<file path="config.mk">
export PLATFORM = sky130hd
export DESIGN_NAME = orthogonal_segment_pair_finder
export DESIGN_NICKNAME = d
export VERILOG_FILES = /design/src/sv/osp_pkg.sv /design/src/sv/osp_cell.sv /design/src/sv/osp_cmp.sv /design/src/sv/orthogonal_segment_pair_finder.sv
export SDC_FILE = /design/constraint.sdc
export NUM_CORES = 2
export LEC_CHECK = 0
export BUFFER_PORTS_ARGS = -buffer_cell sky130_fd_sc_hd__buf_2
export CORE_ASPECT_RATIO = 1.75
export CORE_MARGIN = 4
export CORE_UTILIZATION = 55
export CTS_BUF_LIST = sky130_fd_sc_hd__clkbuf_2 sky130_fd_sc_hd__clkbuf_4 sky130_fd_sc_hd__clkbuf_8
export CTS_CLUSTER_DIAMETER = 40
export DETAILED_ROUTE_END_ITERATION = 10
export PLACE_DENSITY = 0.8
export SLEW_MARGIN = 0
export SYNTH_ARGS = -nofsm -noshare
export SYNTH_HDL_FRONTEND = slang
export SYNTH_SLANG_ARGS = --single-unit
</file>
<file path="constraint.sdc">
create_clock -name clk -period 6.35 [get_ports clk]
set_input_delay 1.27 -clock clk [delete_from_list [all_inputs] [get_ports clk]]
set_output_delay 1.27 -clock clk [all_outputs]
set_load 0.02 [all_outputs]
</file>
<file path="src/sv/osp_pkg.sv">
// ----------------------------------------------------------------------------
// osp_pkg
// shared types, codes and defaults for the orthogonal segment pair finder
// ----------------------------------------------------------------------------
package osp_pkg;

  // default sizing
  localparam int MAX_SEGMENTS_DEF = 64;
  localparam int COORD_BITS_DEF   = 16;

  // fixed field widths of the transactions
  localparam int IN_COORD_W = 16;
  localparam int OUT_IDX_W  = 6;

  // op codes
  localparam logic OP_ADD   = 1'b0;
  localparam logic OP_CLEAR = 1'b1;

  // result kinds
  localparam logic [1:0] KIND_CROSS = 2'd0;
  localparam logic [1:0] KIND_DONE  = 2'd1;
  localparam logic [1:0] KIND_FULL  = 2'd2;

  typedef struct packed {
    logic                  op;
    logic                  vertical;
    logic [IN_COORD_W-1:0] xa;
    logic [IN_COORD_W-1:0] ya;
    logic [IN_COORD_W-1:0] xb;
    logic [IN_COORD_W-1:0] yb;
  } in_t;

  typedef struct packed {
    logic [1:0]           kind;
    logic [OUT_IDX_W-1:0] earlier_index;
    logic [OUT_IDX_W-1:0] new_index;
    logic [OUT_IDX_W-1:0] match_count;
    logic                 last;
  } out_t;

  // per-cell control broadcast along the ring
  typedef struct packed {
    logic rot;
    logic load;
  } cell_ctl_t;

endpackage

</file>
<file path="src/sv/osp_cell.sv">
// ----------------------------------------------------------------------------
// osp_cell
// one stored segment of the ring, rotates towards the head or loads a new entry
// ----------------------------------------------------------------------------
module osp_cell #(
  parameter int COORD_BITS = osp_pkg::COORD_BITS_DEF
) (
  input  logic                    clk,
  input  osp_pkg::cell_ctl_t      ctl,
  input  logic [3*COORD_BITS:0]   load_data,
  input  logic [3*COORD_BITS:0]   from_next,
  output logic [3*COORD_BITS:0]   ent
);
  import osp_pkg::*;

  localparam int ENT_W = 3 * COORD_BITS + 1;

  logic [ENT_W-1:0] ent_r;
  logic [ENT_W-1:0] ent_nxt;

  always_comb begin
    ent_nxt = ent_r;
    if (ctl.load) begin
      ent_nxt = load_data;
    end else if (ctl.rot) begin
      ent_nxt = from_next;
    end
  end

  always_ff @(posedge clk) begin
    ent_r <= ent_nxt;
  end

  assign ent = ent_r;

endmodule

</file>
<file path="src/sv/osp_cmp.sv">
// ----------------------------------------------------------------------------
// osp_cmp
// strict crossing test between the probe and the segment at the ring head
// ----------------------------------------------------------------------------
module osp_cmp #(
  parameter int COORD_BITS = osp_pkg::COORD_BITS_DEF
) (
  input  logic [3*COORD_BITS:0] probe,
  input  logic [3*COORD_BITS:0] head,
  output logic                  hit
);
  import osp_pkg::*;

  // entry layout: {vertical, fixed, lo, hi}
  logic                  p_vert, h_vert;
  logic [COORD_BITS-1:0] v_fix, v_lo, v_hi;
  logic [COORD_BITS-1:0] h_fix, h_lo, h_hi;

  assign p_vert = probe[3*COORD_BITS];
  assign h_vert = head[3*COORD_BITS];

  always_comb begin
    if (p_vert) begin
      {v_fix, v_lo, v_hi} = probe[3*COORD_BITS-1:0];
      {h_fix, h_lo, h_hi} = head[3*COORD_BITS-1:0];
    end else begin
      {v_fix, v_lo, v_hi} = head[3*COORD_BITS-1:0];
      {h_fix, h_lo, h_hi} = probe[3*COORD_BITS-1:0];
    end
  end

  // parallel segments never cross
  assign hit = (p_vert != h_vert) &&
               (h_lo < v_fix) && (v_fix < h_hi) &&
               (v_lo < h_fix) && (h_fix < v_hi);

endmodule

</file>
<file path="src/sv/orthogonal_segment_pair_finder.sv">
// ----------------------------------------------------------------------------
// orthogonal_segment_pair_finder
// reports strict crossings of each new axis-aligned segment with those stored
// ----------------------------------------------------------------------------
// Each add transaction is tested against every stored segment; one crossing
// transaction (stored index, new index) is sent per hit in index order, then a
// done transaction with the hit count and last set, and the segment is stored
// under the next index. Segments are kept in a ring of MAX_SEGMENTS cells that
// rotates one place per cycle, unless a crossing result is held by a stall,
// past a single comparator at the head, so the done result of an add is
// registered after one full turn of the ring and the done/store state; the
// next transaction can be taken once the block is idle again. A full store
// answers an add with one reject transaction, registered from the reject
// state that follows acceptance; a clear gives no result. The input is
// stalled while an add or a reject is in progress.
// ----------------------------------------------------------------------------
module orthogonal_segment_pair_finder #(
  parameter int MAX_SEGMENTS = osp_pkg::MAX_SEGMENTS_DEF,
  parameter int COORD_BITS   = osp_pkg::COORD_BITS_DEF
) (
  input  logic          clk,
  input  logic          rst_n,
  input  logic          in_valid,
  output logic          in_stall,
  input  osp_pkg::in_t  in_data,
  output logic          out_valid,
  input  logic          out_stall,
  output osp_pkg::out_t out_data
);
  import osp_pkg::*;

  localparam int ENT_W = 3 * COORD_BITS + 1;
  localparam int IDX_W = (MAX_SEGMENTS > 1) ? $clog2(MAX_SEGMENTS) : 1;
  localparam int CNT_W = $clog2(MAX_SEGMENTS + 1);

  localparam logic [IDX_W-1:0] IDX_LAST = IDX_W'(MAX_SEGMENTS - 1);
  localparam logic [CNT_W-1:0] CNT_FULL = CNT_W'(MAX_SEGMENTS);

  // control states
  localparam logic [1:0] ST_IDLE = 2'd0;
  localparam logic [1:0] ST_SCAN = 2'd1;
  localparam logic [1:0] ST_DONE = 2'd2;
  localparam logic [1:0] ST_REJ  = 2'd3;

  logic [1:0]       state_r,     state_nxt;
  logic [IDX_W-1:0] idx_r,       idx_nxt;      // index of the entry at the head
  logic [IDX_W-1:0] found_r,     found_nxt;    // crossings found so far
  logic [CNT_W-1:0] cnt_r,       cnt_nxt;      // stored segments
  logic [ENT_W-1:0] probe_r,     probe_nxt;    // segment under test
  logic             out_valid_r, out_valid_nxt;
  out_t             out_data_r,  out_data_nxt;

  logic [ENT_W-1:0] ring [MAX_SEGMENTS];
  logic [ENT_W-1:0] probe_in;
  logic             head_hit;
  logic             hit_q;
  logic             out_load;
  logic             advance;
  logic             store_new;
  logic             in_acc;
  logic [CNT_W-1:0] idx_ext;

  // widened copies for truncation to the 6-bit result fields
  logic [IDX_W+OUT_IDX_W-1:0] idx_wide, found_wide;
  logic [CNT_W+OUT_IDX_W-1:0] cnt_wide;

  // ring of cells, cell i takes its neighbour i+1 when rotating
  for (genvar i = 0; i < MAX_SEGMENTS; i++) begin : g_cell
    cell_ctl_t ctl;
    assign ctl.rot  = advance;
    assign ctl.load = store_new && (cnt_r[IDX_W-1:0] == IDX_W'(i));
    osp_cell #(
      .COORD_BITS (COORD_BITS)
    ) u_cell (
      .clk       (clk),
      .ctl       (ctl),
      .load_data (probe_r),
      .from_next (ring[(i + 1) % MAX_SEGMENTS]),
      .ent       (ring[i])
    );
  end

  osp_cmp #(
    .COORD_BITS (COORD_BITS)
  ) u_cmp (
    .probe (probe_r),
    .head  (ring[0]),
    .hit   (head_hit)
  );

  // vertical: fixed x, span in y; horizontal: fixed y, span in x
  always_comb begin
    if (in_data.vertical) begin
      probe_in = {1'b1, COORD_BITS'(in_data.xa), COORD_BITS'(in_data.ya),
                  COORD_BITS'(in_data.yb)};
    end else begin
      probe_in = {1'b0, COORD_BITS'(in_data.ya), COORD_BITS'(in_data.xa),
                  COORD_BITS'(in_data.xb)};
    end
  end

  assign in_stall = (state_r != ST_IDLE);
  assign in_acc   = in_valid && !in_stall;
  assign out_load = !out_valid_r || !out_stall;

  // only entries below the fill count take part
  assign idx_ext   = CNT_W'(idx_r);
  assign hit_q     = (idx_ext < cnt_r) && head_hit;
  assign advance   = (state_r == ST_SCAN) && (!hit_q || out_load);
  assign store_new = (state_r == ST_DONE) && out_load;

  assign idx_wide   = {{OUT_IDX_W{1'b0}}, idx_r};
  assign found_wide = {{OUT_IDX_W{1'b0}}, found_r};
  assign cnt_wide   = {{OUT_IDX_W{1'b0}}, cnt_r};

  always_comb begin
    state_nxt     = state_r;
    idx_nxt       = idx_r;
    found_nxt     = found_r;
    cnt_nxt       = cnt_r;
    probe_nxt     = probe_r;
    out_valid_nxt = out_valid_r && out_stall;
    out_data_nxt  = out_data_r;

    case (state_r)
      ST_IDLE: begin
        if (in_acc) begin
          if (in_data.op == OP_CLEAR) begin
            cnt_nxt = '0;
          end else if (cnt_r == CNT_FULL) begin
            state_nxt = ST_REJ;
          end else begin
            probe_nxt = probe_in;
            idx_nxt   = '0;
            found_nxt = '0;
            state_nxt = ST_SCAN;
          end
        end
      end
      ST_SCAN: begin
        if (advance) begin
          if (hit_q) begin
            out_valid_nxt              = 1'b1;
            out_data_nxt.kind          = KIND_CROSS;
            out_data_nxt.earlier_index = idx_wide[OUT_IDX_W-1:0];
            out_data_nxt.new_index     = cnt_wide[OUT_IDX_W-1:0];
            out_data_nxt.match_count   = '0;
            out_data_nxt.last          = 1'b0;
            found_nxt                  = found_r + 1'b1;
          end
          if (idx_r == IDX_LAST) begin
            idx_nxt   = '0;
            state_nxt = ST_DONE;
          end else begin
            idx_nxt = idx_r + 1'b1;
          end
        end
      end
      ST_DONE: begin
        if (out_load) begin
          out_valid_nxt              = 1'b1;
          out_data_nxt.kind          = KIND_DONE;
          out_data_nxt.earlier_index = '0;
          out_data_nxt.new_index     = cnt_wide[OUT_IDX_W-1:0];
          out_data_nxt.match_count   = found_wide[OUT_IDX_W-1:0];
          out_data_nxt.last          = 1'b1;
          cnt_nxt                    = cnt_r + 1'b1;
          state_nxt                  = ST_IDLE;
        end
      end
      ST_REJ: begin
        if (out_load) begin
          out_valid_nxt              = 1'b1;
          out_data_nxt.kind          = KIND_FULL;
          out_data_nxt.earlier_index = '0;
          out_data_nxt.new_index     = '0;
          out_data_nxt.match_count   = '0;
          out_data_nxt.last          = 1'b1;
          state_nxt                  = ST_IDLE;
        end
      end
      default: begin
        state_nxt = ST_IDLE;
      end
    endcase
  end

  always_ff @(posedge clk) begin
    if (!rst_n) begin
      state_r     <= ST_IDLE;
      cnt_r       <= '0;
      out_valid_r <= 1'b0;
      idx_r       <= '0;
      found_r     <= '0;
    end else begin
      state_r     <= state_nxt;
      cnt_r       <= cnt_nxt;
      out_valid_r <= out_valid_nxt;
      idx_r       <= idx_nxt;
      found_r     <= found_nxt;
    end
  end

  // payload registers
  always_ff @(posedge clk) begin
    probe_r    <= probe_nxt;
    out_data_r <= out_data_nxt;
  end

  assign out_valid = out_valid_r;
  assign out_data  = out_data_r;

endmodule

</file>
### Yosys cells after proc, flatten, opt, wreduce, memory -nomap -nowiden

Cells that the tools add are included.

* flip-flop bits (word level): 3228
* input bits: 70
* output and inout bits: 23
* word-level logic and storage cells: 484

* add/subtract/negate cells: 3
* order comparisons: 5
* equal/unequal tests: 79
* mux-type cells: 164
* bitwise gates (word level): 2
* reduce and logical (&&, ||, !) cells: 156

Operators by type and width (count)
* $mux W49: 129
* $eq A6 B6 Y1 const B: 33
* $reduce_bool A2 Y1: 67
* $eq A6 B5 Y1 const B: 16
* $mux W16: 6
* $mux W21: 4
* $logic_and A1 B1 Y1: 73
* $lt A16 B16 Y1: 4
* $pmux W21 S3: 1
* $eq A6 B4 Y1 const B: 8
* $mux W6: 7
* $eq A6 B3 Y1 const B: 4
* $pmux W6 S2: 2
* $mux W7: 3
* $ne A2 B2 Y1 const B: 8
* $reduce_and A5 Y1: 3
* $pmux W7 S2: 1
* $add A6 B1 Y6 const B: 2
* $eq A6 B2 Y1 const B: 2
* $mux W2: 6
* $reduce_and A4 Y1: 2
* $add A7 B1 Y7 const B: 1
* $eq A7 B7 Y1 const B: 1
* $lt A6 B7 Y1: 1
* other kinds (16): 25

### Longest topological paths before layout

* depth in word-level cells: 12
* gate-level depth with buffers: 16
* depth with buffers taken out: 11

### By module

From an unflattened synthesis, not the netlist that was laid out.

* cell total of the unflattened synthesis: 7412
* area, all modules: 155778.2 sq um

By module, submodules not included
* osp_cell: times used 64, cells an instance 105, area an instance 2324.7 sq um, sequential area each 1471.4 sq um
* orthogonal_segment_pair_finder: times used 1, cells an instance 409, area an instance 4584.4 sq um, sequential area each 2542.4 sq um
* osp_cmp: times used 1, cells an instance 283, area an instance 2411.1 sq um, sequential area each 0.0 sq um

### Worst setup path before layout

No wires, ideal clock.

* kind: input to register
* start point: input port out_stall
* end point: register g_cell[61].u_cell.ent_r[0] (enable)
* library setup time: 0.524 ns
* arrival: 5.630 ns
* required time: 5.826 ns
* slack: 0.196 ns
* stages: 5
* path buffers: 2
* path through: nand2_2 > nand4_1 > clkbuf_1 > clkbuf_1 > o21ai_0

* cells in the longest elaborated chain, start to end: 5
* elaborated cells on any way between the ends: 7
* those cells by class: reduce/logical (7)

Ends and longest elaborated chain
* from (decl): line orthogonal_segment_pair_finder.sv:27 `input logic out_stall,`
* $logic_not A1 Y1 *: line orthogonal_segment_pair_finder.sv:104 `assign out_load = !out_valid_r || !out_stall;`
* $logic_or A1 B1 Y1 *: line orthogonal_segment_pair_finder.sv:104
* $logic_or A1 B1 Y1 or $logic_and A1 B1 Y1 (tied branches): line orthogonal_segment_pair_finder.sv:109, orthogonal_segment_pair_finder.sv:110
* $logic_and A1 B1 Y1 (on tied branches): line orthogonal_segment_pair_finder.sv:109, orthogonal_segment_pair_finder.sv:71
* $reduce_bool A2 Y1 (no source line) *
* to (signal assigned): line osp_cell.sv:31 `ent_r <= ent_nxt;`
* to (decl): line osp_cell.sv:18 `logic [ENT_W-1:0] ent_r;`

Every way passes the cells marked *; elsewhere a longest branch is shown, timed or not.
A chain may end at the register's enable or synchronous reset.

### Worst setup path after layout

* start point: register probe_r[48]
* end point: register g_cell[33].u_cell.ent_r[16] (enable)

* cells in the longest elaborated chain, start to end: 11
* elaborated cells on any way between the ends: 20
* those cells by class: order compare (4); eq/ne (1); mux (6); reduce/logical (9)

Ends and longest elaborated chain
* from (decl): line orthogonal_segment_pair_finder.sv:49 `logic [ENT_W-1:0] probe_r, probe_nxt;`
* from (signal assigned): line orthogonal_segment_pair_finder.sv:206 `probe_r <= probe_nxt;`
* $mux W16: line osp_cmp.sv:23 `if (p_vert) begin`
* $lt A16 B16 Y1: line osp_cmp.sv:34 `(h_lo < v_fix) && (v_fix < h_hi) &&`
* $logic_and A1 B1 Y1: line osp_cmp.sv:33 `assign hit = (p_vert != h_vert) &&`
* $logic_and A1 B1 Y1 (2 in a row): line osp_cmp.sv:34
* $logic_and A1 B1 Y1 *: line osp_cmp.sv:35 `(v_lo < h_fix) && (h_fix < v_hi);`
* $logic_and A1 B1 Y1 *: line orthogonal_segment_pair_finder.sv:108 `assign hit_q = (idx_ext < cnt_r) && head_hit;`
* $logic_not A1 Y1 *: line orthogonal_segment_pair_finder.sv:109 `assign advance = (state_r == ST_SCAN) && (!hit_q || out_load);`
* $logic_or A1 B1 Y1 *: line orthogonal_segment_pair_finder.sv:109
* $logic_and A1 B1 Y1 *: line orthogonal_segment_pair_finder.sv:109
* $reduce_bool A2 Y1 (no source line) *
* to (signal assigned): line osp_cell.sv:31
* to (decl): line osp_cell.sv:18

Marks and branches as above.

==> parameters.txt <==
Parameter                              Value

STA
  Final setup violating endpoints    0
  Measured slew at the worst slew-check pin    1.29 ns
  Worst-case headroom to the max-slew limit    14.1%
  Final Hold Slack    0.439 ns
  Minimum clock period after layout    5.48 ns
  Number of endpoints with negative hold slack in the final report    0
  Ratio of final minimum period to clock period    86.4%
  Worst clock skew    0.153 ns
  Worst-case setup margin in the final layout    0.866 ns
  Maximum clock frequency    0.182 GHz
  Unrepaired setup endpoints after global routing    false
  Final sum of negative setup slack    0 ns
  Number of max-slew violations in the final report    0

Critical path
  Combined buffer and inverter count along the critical path    4
  Setup CP Type    flip-flop to flip-flop
  Kind of cell with the highest combined delay on the critical path    buffers and inverters
  Crit-path cells    buf_12 -> mux2i_1 -> inv_1 -> ha_1 -> nand2_1 -> o221ai_1 -> a21oi_1 -> o21ai_1 -> a41oi_2 -> nand4_1 -> nand2_4 -> buf_4 -> nand2_2 -> buf_12
  Crit path launch    probe_r[48]
  Crit end category    flip-flop
  Required time of the critical path    7.01 ns
  Cell repeated most along the worst path    buf_12
  Delay contributed by the slowest stage of the critical path    0.69 ns
  Critical-path cell with the highest stage delay    buf_4
  Element type at the critical path start    flip-flop
  Maximum net fanout on the critical path    103
  Arrival time of data at the critical path endpoint    6.14 ns
  Crit Reg-Reg Startpoint    probe_r[48]

Worst hold path
  Origin of the worst min-delay path    g_cell[31].u_cell.ent[27]
  Class of the most critical hold timing path    flip-flop to flip-flop

Finish
  Area grow syn2layout    9.75%
  Fraction of layout cells with a size suffix above 1    50.6%
  Nets@finish    7968

Clock tree
  Number of buffers created by CTS    435
  Clock-pin slew on the worst setup and hold paths    0.07 ns
  TritonCTS clock tree    done
  Number of H-tree levels    5
  Buffer depth of the longest clock path    4
  CTS hold repair buffers    0
  Number of sinks handled by clock tree synthesis    3228
  Clock latency at the later pin of the worst-skew pair    1.05 ns
  Post-CTS Repair Setup Buffers    0
  Library cell used as clock root buffer    clkbuf_8
  Post-cts resize count    0

Global route
  Global-route usage over all layers    26.0%
  Vias in the first global route    73300
  Largest net degree at the start of global routing    104
  First-pass GRT wire length    502000 um
  Overall overflow remaining after global route    0
  Initial antenna violation count    31

Pwr
  Switching part of the total power    22.8%
  Part of the total power dissipated in the clock network    37.4%
  Power density normalized to cell area    276 nW/um2
  Reported net switching power    0.00962 W
  Internal power    0.0327 W
  Total leakage power    50.0 nW
  Peak supply drop    0.000191 V
  Share of total power in sequential cells    57.4%
  Proportion of power drawn by combinational gates    5.2%

Logic synthesis
  Register bit count reported by yosys    3228
  Cell taking the most area after synthesis    edfxtp_1
  Count of warnings emitted by yosys    0
  Cell count after synthesis    7751
  Syn nets    7892
  Synthesized cell area    139000 um2
  Fraction of synthesized cell area taken by the top area cell type    69.1%
  Top cells by area, synth    edfxtp_1 69%, mux2_2 24%, mux2_1 1.7%
  Top FF cell, synth    edfxtp_1
  Count of flip-flops with a built-in enable after synthesis    3206
  Number of distinct standard cells referenced by the synthesized netlist    61
  Share of flip-flops with an asynchronous set or reset    0%
  Portion of the post-synthesis area used by sequential elements    69.4%
  Average footprint of a synthesized cell    18.0 um2

Run
  Reported max-cap violation count    0

Placement
  HPWL reported at the end of detailed placement    219000 um
  Final Wtd Congestion    0.941
  # port buffers    92
  Pre-CTS setup slack    1.03 ns

Die
  Horizontal die dimension    389 um
  Height of the die    674 um
  Floorplan die area    262000 um2
  Placeable core region    252000 um2
  Starting density of the core    55.3%
  # IOs    93
  Cell row count    244

Drt
  Remaining design rule violation count    0
  Via count    71000
  Detailed router's first-iteration violation count    6443
  Number of nets with antenna violations after detailed routing    0
  Avg WL per Cell    30.1 um
  Wire length after detailed routing    346000 um
  Drt pass-1 iters    5
  Number of vias per cell after detailed routing    6.17

Run status
  Outcome    complete, no violations
## layer usage
metal  vias up  share of wire, %  global-route usage [%]
met4         4               6.8                    15.6
met5         -            0.0081                       0
li1      30100                 -                       -
met3       909               6.3                    4.35
met1     36800                35                    29.7
met2      3172                52                    46.0
## synthesized netlist by cell type (15+ instances only)
master,count
mux2_1,209
mux2i_1,61
o21ai_1,32
nand4_1,15
nand3_1,27
a21oi_1,36
nand2_1,105
clkbuf_1,483
edfxtp_1,3206
dfxtp_1,22
ha_1,71
o21ai_0,47
buf_1,144
buf_2,86
inv_1,37
nor2_1,70
mux2_2,2980
## cells by family after synthesis
logic type,after synthesis,share of synthesized area (%)
compound gates,147,0.614
xor+xnor,6,0.0377
fa+ha+maj,71,0.637
buf+inv,758,2.12
flops,3228,69.4
mux,3250,26.2
simple gates,291,0.986
## power by group through the flow
| stage | clock [W] | sequential, W | combinational (W) |
|---|---|---|---|
| 6_report | 0.0158 | 0.0243 | 0.00219 |
| 4_1_cts | 0.0161 | 0.0243 | 0.00217 |
| 3_5_place_dp | 0 | 0.0247 | 0.00215 |
| 5_1_grt | 0.0170 | 0.0243 | 0.00228 |
| 2_1_floorplan | 0 | 0.0246 | 0.00119 |
| 3_3_place_gp | 0 | 0.0247 | 0.00211 |
## cells in the final DEF (no fill, tap or decap), types with 65 or more instances in the layout
cell      Yosys  routed
buf_2        86      92
buf_4         0     229
clkbuf_4      0     107
clkbuf_8      0     441
clkinv_1      2     121
edfxtp_1   3206    3206
ha_1         71      71
mux2_1      209     209
mux2_2     2980    2980
nand2_1     105      65
## path summary, 6_finish.rpt
check	to	slack [ns]	depth (start not counted)
max	g_cell[33].u_cell.ent[16]	0.87	14
min	g_cell[30].u_cell.ent[27]	0.44	1
max reg2reg	g_cell[33].u_cell.ent[16]	0.87	14
min reg2reg	g_cell[30].u_cell.ent[27]	0.44	1
## per-stage QoR
stage,instance area [um2],power [W],std cells,utilization [%]
floorplan,139000,0.0258,7751,-
global placement,144000,0.0268,10700,57.3
detailed placement,144000,0.0269,10700,57.3
CTS,153000,0.0425,11500,60.6
global route,153000,0.0436,11500,60.6
finish,153000,0.0423,11500,60.7
## final cells by class
cell class,instances,area (um2)
clock buffers,548,6870
inverters,44,165
clock inverters,220,1600
flip-flops and latches,3228,96700
fillers,17300,99200
diodes,25,62.6
repair buffers,353,2820
multi-input cells,3765,40600
well taps,3321,4160
## state kept, by name, indices dropped and copies added (netlist names)
signal and flops:
state_r 2, idx_r 6, found_r 6, cnt_r 7, out_valid 1, g_cell.u_cell.ent 3136
probe_r 49, out_data 21
No activity file was read; power rests on OpenSTA's default activity.
